--- config.mk ---
export PLATFORM = sky130hd
export DESIGN_NAME = invariant_division_magic_number
export DESIGN_NICKNAME = d
export VERILOG_FILES = /design/src/hw/rtl/idmn_pkg.sv /design/src/hw/rtl/idmn_alu.sv /design/src/hw/rtl/invariant_division_magic_number.sv
export SDC_FILE = /design/constraint.sdc
export NUM_CORES = 1
export LEC_CHECK = 0
export BUFFER_PORTS_ARGS = -buffer_cell sky130_fd_sc_hd__buf_2
export CAP_MARGIN = 30
export CORE_MARGIN = 5
export CORE_UTILIZATION = 50
export CTS_CLUSTER_DIAMETER = 150
export CTS_CLUSTER_SIZE = 8
export DETAILED_ROUTE_END_ITERATION = 8
export MAX_ROUTING_LAYER = met4
export PLACE_DENSITY_LB_ADDON = 0.1
export RECOVER_POWER = 25
export SETUP_SLACK_MARGIN = 0.02
export SKIP_LAST_GASP = 1
export SYNTH_ARGS = -nofsm -noshare
export SYNTH_HDL_FRONTEND = slang
export SYNTH_SLANG_ARGS = --single-unit
export TNS_END_PERCENT = 5
--- constraint.sdc ---
create_clock -name clk -period 12.01 [get_ports clk]
set_input_delay 2.402 -clock clk [delete_from_list [all_inputs] [get_ports clk]]
set_output_delay 2.402 -clock clk [all_outputs]
set_load 0.05 [all_outputs]
--- src/hw/rtl/idmn_pkg.sv ---
package idmn_pkg;

  localparam int WORD_BITS_DEF = 32;
  localparam int DIV_BITS      = 32;
  localparam int ALU_BITS      = DIV_BITS + 1;
  localparam int NIB_BITS      = 4;
  localparam int NIB_COUNT     = DIV_BITS / NIB_BITS;
  localparam int NIB_IDX_BITS  = $clog2(NIB_COUNT);
  localparam int MULT_BITS     = 33;
  localparam int SHIFT_BITS    = 5;
  localparam int OUT_DATA_BITS = 48;
  localparam int OUT_USER_BITS = 4;

  typedef enum logic [2:0] {
    S_IDLE,
    S_LOG,
    S_DIV,
    S_ADJ,
    S_RED,
    S_DONE
  } state_t;

  typedef enum logic [1:0] {
    KIND_IDENT,
    KIND_POW2,
    KIND_SHORT,
    KIND_ADDBACK
  } kind_t;

  typedef struct packed {
    logic [ALU_BITS-1:0] diff;
    logic                borrow;
  } alu_res_t;

  function automatic logic [2:0] bitlen4(input logic [NIB_BITS-1:0] n);
    logic [2:0] len;
    len = 3'd0;
    for (int i = 0; i < NIB_BITS; i++) begin
      if (n[i]) begin
        len = 3'(i + 1);
      end
    end
    return len;
  endfunction

endpackage

--- src/hw/rtl/idmn_alu.sv ---
module idmn_alu
  import idmn_pkg::*;
(
  input  logic [ALU_BITS-1:0] op_a,
  input  logic [ALU_BITS-1:0] op_b,
  output alu_res_t            res
);

  logic [ALU_BITS:0] wide;

  assign wide       = {1'b0, op_a} - {1'b0, op_b};
  assign res.diff   = wide[ALU_BITS-1:0];
  assign res.borrow = wide[ALU_BITS];

endmodule

--- src/hw/rtl/invariant_division_magic_number.sv ---
// A zero divisor skips straight to the result and is flagged invalid.
// One shared subtractor serves the WORD_BITS+2 restoring division steps, the add-back steps
// and up to l+1 reduction steps; the log takes up to 8 nibble scans.
// One divisor is processed at a time; the next is taken once the result is registered,
// while that result may still wait in the output register.
// Reset: synchronous active-low rst_n clears the sequencer and the output valid.
module invariant_division_magic_number
  import idmn_pkg::*;
#(
  parameter int WORD_BITS = WORD_BITS_DEF
) (
  input  logic                     clk,
  input  logic                     rst_n,
  input  logic                     in_tvalid,
  output logic                     in_tready,
  input  logic [DIV_BITS-1:0]      in_tdata,   // [31:0] divisor
  output logic                     out_tvalid,
  input  logic                     out_tready,
  output logic [OUT_DATA_BITS-1:0] out_tdata,  // [32:0] multiplier, [37:33] post_shift,
                                               // [42:38] ceil_log, [47:43] zero
  output logic [OUT_USER_BITS-1:0] out_tuser   // [1:0] sequence_kind, [2] negate_result,
                                               // [3] invalid
);

  localparam int QW = WORD_BITS + 2;
  localparam int CW = $clog2(QW);

  state_t                   state_r, state_nxt;
  logic [CW-1:0]            cnt_r, cnt_nxt;
  logic [DIV_BITS-1:0]      mag_r, mag_nxt;
  logic [DIV_BITS-1:0]      mm1_r, mm1_nxt;
  logic                     neg_r, neg_nxt;
  logic                     zero_r, zero_nxt;
  logic [SHIFT_BITS-1:0]    l_r, l_nxt;
  logic [SHIFT_BITS-1:0]    sh_r, sh_nxt;
  logic [ALU_BITS-1:0]      rem_r, rem_nxt;
  logic [QW-1:0]            low_r, low_nxt;
  logic [QW-1:0]            high_r, high_nxt;
  logic [OUT_DATA_BITS-1:0] out_data_r, out_data_nxt;
  logic [OUT_USER_BITS-1:0] out_user_r, out_user_nxt;
  logic                     out_valid_r, out_valid_nxt;

  logic [ALU_BITS-1:0]      op_a, op_b;
  alu_res_t                 alu;

  logic [NIB_IDX_BITS-1:0]  nib_idx;
  logic [NIB_BITS-1:0]      nib;
  logic [SHIFT_BITS-1:0]    l_found;
  logic                     bit_in;
  logic [ALU_BITS-1:0]      rem_sel;
  logic [QW-1:0]            q_next;
  logic                     load;
  kind_t                    kind;

  idmn_alu u_alu (
    .op_a (op_a),
    .op_b (op_b),
    .res  (alu)
  );

  assign in_tready  = (state_r == S_IDLE);
  assign out_tvalid = out_valid_r;
  assign out_tdata  = out_data_r;
  assign out_tuser  = out_user_r;

  assign nib_idx = cnt_r[NIB_IDX_BITS-1:0];
  assign nib     = mm1_r[{nib_idx, 2'b00} +: NIB_BITS];
  assign l_found = SHIFT_BITS'({1'b0, nib_idx, 2'b00} + 6'(bitlen4(nib)));
  assign bit_in  = ((l_r == 5'd0) && (cnt_r == CW'(WORD_BITS))) ||
                   ((l_r == 5'd1) && (cnt_r == CW'(WORD_BITS + 1)));
  assign rem_sel = alu.borrow ? op_a : alu.diff;
  assign q_next  = {low_r[QW-2:0], ~alu.borrow};

  always_comb begin
    priority if (mag_r == DIV_BITS'(1)) begin
      kind = KIND_IDENT;
    end else if ((mag_r & mm1_r) == '0) begin
      kind = KIND_POW2;
    end else if ((high_r >> (WORD_BITS - 1)) == '0) begin
      kind = KIND_SHORT;
    end else begin
      kind = KIND_ADDBACK;
    end
  end

  always_comb begin
    state_nxt    = state_r;
    cnt_nxt      = cnt_r;
    mag_nxt      = mag_r;
    mm1_nxt      = mm1_r;
    neg_nxt      = neg_r;
    zero_nxt     = zero_r;
    l_nxt        = l_r;
    sh_nxt       = sh_r;
    rem_nxt      = rem_r;
    low_nxt      = low_r;
    high_nxt     = high_r;
    out_data_nxt = out_data_r;
    out_user_nxt = out_user_r;
    op_a         = rem_r;
    op_b         = ALU_BITS'(mag_r);
    load         = 1'b0;

    unique case (state_r)
      S_IDLE: begin
        if (in_tvalid) begin
          neg_nxt   = in_tdata[DIV_BITS-1];
          mag_nxt   = in_tdata[DIV_BITS-1] ? (~in_tdata + DIV_BITS'(1)) : in_tdata;
          mm1_nxt   = in_tdata[DIV_BITS-1] ? ~in_tdata : (in_tdata - DIV_BITS'(1));
          zero_nxt  = (in_tdata == '0);
          cnt_nxt   = CW'(NIB_COUNT - 1);
          state_nxt = (in_tdata == '0) ? S_DONE : S_LOG;
        end
      end
      S_LOG: begin
        if ((nib != '0) || (nib_idx == '0)) begin
          l_nxt     = l_found;
          rem_nxt   = (l_found >= 5'd2) ? (ALU_BITS'(1) << (l_found - 5'd2)) : '0;
          low_nxt   = '0;
          cnt_nxt   = CW'(QW - 1);
          state_nxt = S_DIV;
        end else begin
          cnt_nxt = cnt_r - CW'(1);
        end
      end
      S_DIV: begin
        op_a    = {rem_r[DIV_BITS-1:0], bit_in};
        rem_nxt = rem_sel;
        low_nxt = q_next;
        cnt_nxt = cnt_r - CW'(1);
        if (cnt_r == '0) begin
          high_nxt  = q_next;
          rem_nxt   = rem_sel | (ALU_BITS'(1) << (6'(l_r) + 6'd1));
          state_nxt = S_ADJ;
        end
      end
      S_ADJ: begin
        if (!alu.borrow) begin
          rem_nxt  = alu.diff;
          high_nxt = high_r + QW'(1);
        end else begin
          sh_nxt    = l_r;
          state_nxt = S_RED;
        end
      end
      S_RED: begin
        op_a = ALU_BITS'(low_r >> 1);
        op_b = ALU_BITS'(high_r >> 1);
        if (alu.borrow && (sh_r != '0)) begin
          low_nxt  = low_r >> 1;
          high_nxt = high_r >> 1;
          sh_nxt   = sh_r - SHIFT_BITS'(1);
        end else begin
          state_nxt = S_DONE;
        end
      end
      S_DONE: begin
        if (!out_valid_r || out_tready) begin
          load      = 1'b1;
          state_nxt = S_IDLE;
          if (zero_r) begin
            out_data_nxt = '0;
            out_user_nxt = {1'b1, 1'b0, KIND_IDENT};
          end else begin
            out_data_nxt = OUT_DATA_BITS'({l_r, sh_r, MULT_BITS'(high_r)});
            out_user_nxt = {1'b0, neg_r, kind};
          end
        end
      end
      default: begin
        state_nxt = S_IDLE;
      end
    endcase

    if (load) begin
      out_valid_nxt = 1'b1;
    end else if (out_tready) begin
      out_valid_nxt = 1'b0;
    end else begin
      out_valid_nxt = out_valid_r;
    end
  end

  always_ff @(posedge clk) begin
    if (!rst_n) begin
      state_r     <= S_IDLE;
      out_valid_r <= 1'b0;
    end else begin
      state_r     <= state_nxt;
      out_valid_r <= out_valid_nxt;
    end
  end

  always_ff @(posedge clk) begin
    cnt_r      <= cnt_nxt;
    mag_r      <= mag_nxt;
    mm1_r      <= mm1_nxt;
    neg_r      <= neg_nxt;
    zero_r     <= zero_nxt;
    l_r        <= l_nxt;
    sh_r       <= sh_nxt;
    rem_r      <= rem_nxt;
    low_r      <= low_nxt;
    high_r     <= high_nxt;
    out_data_r <= out_data_nxt;
    out_user_r <= out_user_nxt;
  end

  a_accept_leaves_idle: assert property (@(posedge clk) disable iff (!rst_n)
    (in_tvalid && in_tready) |=> (state_r != S_IDLE))
    else $error("sequencer stayed idle after an accepted beat");

  a_shift_bounded: assert property (@(posedge clk) disable iff (!rst_n)
    (state_r == S_RED) |-> (sh_r <= l_r))
    else $error("post shift exceeds ceil log");

  a_bounds_ordered: assert property (@(posedge clk) disable iff (!rst_n)
    ((state_r == S_ADJ) || (state_r == S_RED)) |-> (high_r >= low_r))
    else $error("high bound fell below low bound");

  a_invalid_clean: assert property (@(posedge clk) disable iff (!rst_n)
    (out_valid_r && out_user_r[3]) |-> ((out_data_r == '0) && (out_user_r[2:0] == '0)))
    else $error("invalid beat carries nonzero fields");

  a_out_shift_le_log: assert property (@(posedge clk) disable iff (!rst_n)
    (out_valid_r && !out_user_r[3]) |-> (out_data_r[37:33] <= out_data_r[42:38]))
    else $error("output shift exceeds output ceil log");

endmodule

==> flow_metrics.py <==
metrics = {
    "worst_setup_path": {
        "cp_max_fo": 73,
        "reg2reg_from": "state_r[1]",
        "cp.arrival_ns": 8.43,
        "start_kind": "flop",
        "worstSetupStartpoint": "state_r[1]",
        "worstSetupPathType": "flop to flop",
        "reg2reg_slack_ns": 3.72,
        "critPathCaptureType": "flop",
        "cp_data_required_time_ns": 12.15,
        "reg2reg_depth": 17,
        "r2r_end": "low_r[29]",
    },
    "power_and_ir_drop": {
        "peakVddDrop_v": 0.0001768,
        "p_leak_nw": 6.299,
        "report.power.total_mw": 4.683,
        "power.density_nw_per_um2": 282.3,
    },
    "floorplan": {
        "die_area_um2": 33370,
        "chipWidth_um": 182.7,
        "core.rowCount": 63,
        "io-pin-count": 90,
        "core-area_um2": 29560,
        "die_height_um": 182.7,
        "start_util_pct": 50.43,
    },
    "clocking": {
        "cts_tree": "yes",
        "cts_made_buffers": 35,
        "ctsHtreeMaxLevel": 2,
        "cts-resized-gates": 0,
        "post_cts_buffers": 0,
        "clkTransAtPathRegs_ns": 0.05,
        "cts-root-buf": "clkbuf_16",
        "worstSkewPairLatency_ns": 0.51,
        "clockBufferDepth": 3,
        "cts_hold_buf": 0,
        "clock-sinks": 234,
    },
    "synth": {
        "synth_top_family_by_area": "compound AO/OA/AOI/OAI gates",
        "yosysWarnings": 0,
        "synth_adder_area_share_pct": 3.743,
        "async_reset_ff_share_pct": 0,
        "synth_compound_area_share_pct": 17.94,
        "synth_mux_area_share_pct": 3.869,
        "syn_area_um2": 14910,
        "synthCells": 1436,
        "synthXorXnorAreaFrac_pct": 7.461,
        "yosys.area_share.simple_pct": 16.68,
        "dominantRegCellSynth": "edfxtp_1",
        "ys_types": 88,
        "syn_avg_cell_area_um2": 10.38,
        "synth-edff-count": 230,
        "ys_seq_elements": 234,
        "synth_seq_area_share_pct": 46.87,
    },
    "detailed_routing": {
        "drt_pass1_iterations": 6,
        "routed_via_density": 6.430,
        "drt-initial-drc-count": 1358,
        "vias": 12190,
        "postRouteAntennaNets": 0,
        "avgRoutedWirePerCell_um": 25.08,
        "route.detailed.drc": 0,
        "routed_wl_um": 47560,
    },
    "min_path": {
        "worstHoldPathType": "flop to flop",
        "min_to": "low_r[1]",
        "worstHoldStart": "low_r[0]",
        "min_path_cells": 1,
    },
    "timing": {
        "hold_viol": 0,
        "skew_ns": 0.02541,
        "fin_crit_sh_pct": 68.99,
        "rsz0062_at_grt": "no",
        "setup_tns_ns": 0,
        "setup_viol": 0,
        "timing.slew.headroom_pct": -133.5,
        "worst_pin_slew_ns": 3.502,
        "timing.fmax_ghz": 0.1207,
        "period_needed_ns": 8.286,
        "slew_violations": 219,
    },
    "grt": {
        "antenna_found_initial": 1,
        "grtUsageTotal_pct": 28.81,
        "grt_pass1_wl_um": 72190,
        "grt_max_degree": 75,
        "grt_pass1_vias": 11910,
        "grt-ovfl-total": 0,
    },
    "finish": {
        "drive_above_1_share_pct": 12.56,
        "fin_nets": 1579,
        "area_growth_pct": 11.30,
    },
    "job": {
        "maxCapViolCount": 5,
    },
    "placement": {
        "dp_hpwl_um": 35410,
        "io_buffers": 84,
        "gp_congestion": 0.9868,
    },
    "status": {
        "run_status": "finished, violations left",
        "violations": "max-capacitance violations, max-slew violations",
    },
}
worst max path at each step:
stage / end / slack [ns] / depth (start not counted)
2_1_floorplan: high_r[0] / 5.69 / 17
3_3_place_gp: low_r[7] / 5.90 / 18
3_5_place_dp: low_r[10] / 5.82 / 18
4_1_cts: low_r[7] / 5.82 / 18
5_1_grt: low_r[15] / 3.36 / 17
6_report: low_r[29] / 3.72 / 17
synth_stat cells, drive strengths merged, types with 12 or more instances:
cell type  instances  area share (%)
buf               22            0.81
edfxtp           230              46
nand4             20            0.84
mux2i             34             2.3
o21ai             83             2.8
o22ai             12            0.50
a22o              23             1.4
nand3             22            0.74
xnor2             91             5.3
inv               33            0.83
ha                43             3.6
nor2             103             2.6
nand2            144             3.7
nor3              31             1.1
or3               14            0.79
a22oi             67             3.4
xor2              36             2.1
a21o              26             1.3
and3              31             1.3
a221o             21             1.4
a21oi             62             2.1
nand2b            20            0.89
clkbuf            60             1.7
nor2b             50             2.1
sequential cells by signal, summed over array words and instances, names as in the netlist:
name        cells
cnt_r           6
high_r         34
l_r             5
low_r          34
mag_r          32
mm1_r          32
neg_r           1
out_tdata      43
out_tuser       4
out_tvalid      1
rem_r          33
sh_r            5
state_r         3
zero_r          1
worst max-delay path: stages (launching register included):
cell	delay, ns
dfxtp_1	0.57
nand2b_1	0.18
nor2_4	0.11
clkbuf_1	2.47
nor2_2	0.63
buf_4	0.47
a21oi_1	0.33
inv_1	0.08
ha_1	0.29
nor2b_1	0.14
o31a_1	0.29
o311a_1	0.34
nor4b_2	0.54
o31ai_4	0.29
or2_2	0.43
o21a_1	0.15
a21oi_4	0.10
buf_4	0.43
per-layer routing:
layer	global-route usage, %	part of all wire [%]	up-vias
met5	-	0	-
met4	10.51	4.3	0
met2	47.07	48	646
li1	-	-	5530
met1	36.87	40	5889
met3	3.967	7.9	126
power by group:
group	total (mW)	internal [mW]	switching, mW
Sequential	1.54	1.26	0.281
Combinational	2.26	0.799	1.46
Clock	0.884	0.533	0.350
Total	4.68	2.59	2.09
logic make-up (layout without fill, tap and decap cells):
kind of cell | after synthesis | after routing
compound gates | 382 | 382
xor+xnor | 127 | 127
simple gates | 485 | 485
mux | 46 | 46
other cells | 1 | 6
fa+ha+maj | 44 | 44
buf+inv | 117 | 182
flops | 234 | 234
layout by cell type (no fill, tap or decap), drive strengths merged, types with 14 or more instances in the layout:
| master | instances |
|---|---|
| xor2 | 36 |
| nor3 | 31 |
| nand2b | 20 |
| ha | 43 |
| or3 | 14 |
| a21o | 26 |
| nand2 | 144 |
| a221o | 21 |
| mux2i | 34 |
| and3 | 31 |
| clkbuf | 47 |
| nor2 | 103 |
| xnor2 | 91 |
| o21ai | 83 |
| nor2b | 50 |
| nand4 | 20 |
| a22oi | 67 |
| inv | 34 |
| a21oi | 62 |
| nand3 | 22 |
| buf | 97 |
| edfxtp | 230 |
| a22o | 23 |
cell type report:
type / count / area (µm²)
Antenna cell: 1 / 2.502
Sequential cell: 234 / 6987
Multi-Input combinational cell: 1089 / 7477
Clock inverter: 3 / 33.78
Inverter: 35 / 131.4
Fill cell: 2584 / 12970
Clock buffer: 40 / 915.9
Timing Repair Buffer: 104 / 556.8
Tap cell: 390 / 488.0
metrics by stage:
stage	utilization [%]	cell area, µm²	setup slack, ns	cells	hold slack, ns
finish	56.13	16590	3.724	1896	0.5866
global route	56.13	16590	3.362	1896	0.6006
global placement	52.92	15640	5.904	1850	0.5299
CTS	56.22	16620	5.819	1895	0.5829
detailed placement	53.00	15670	5.823	1852	0.5593
floorplan	-	14920	5.688	1440	0.5091
Power figures use the tool's default switching activity.
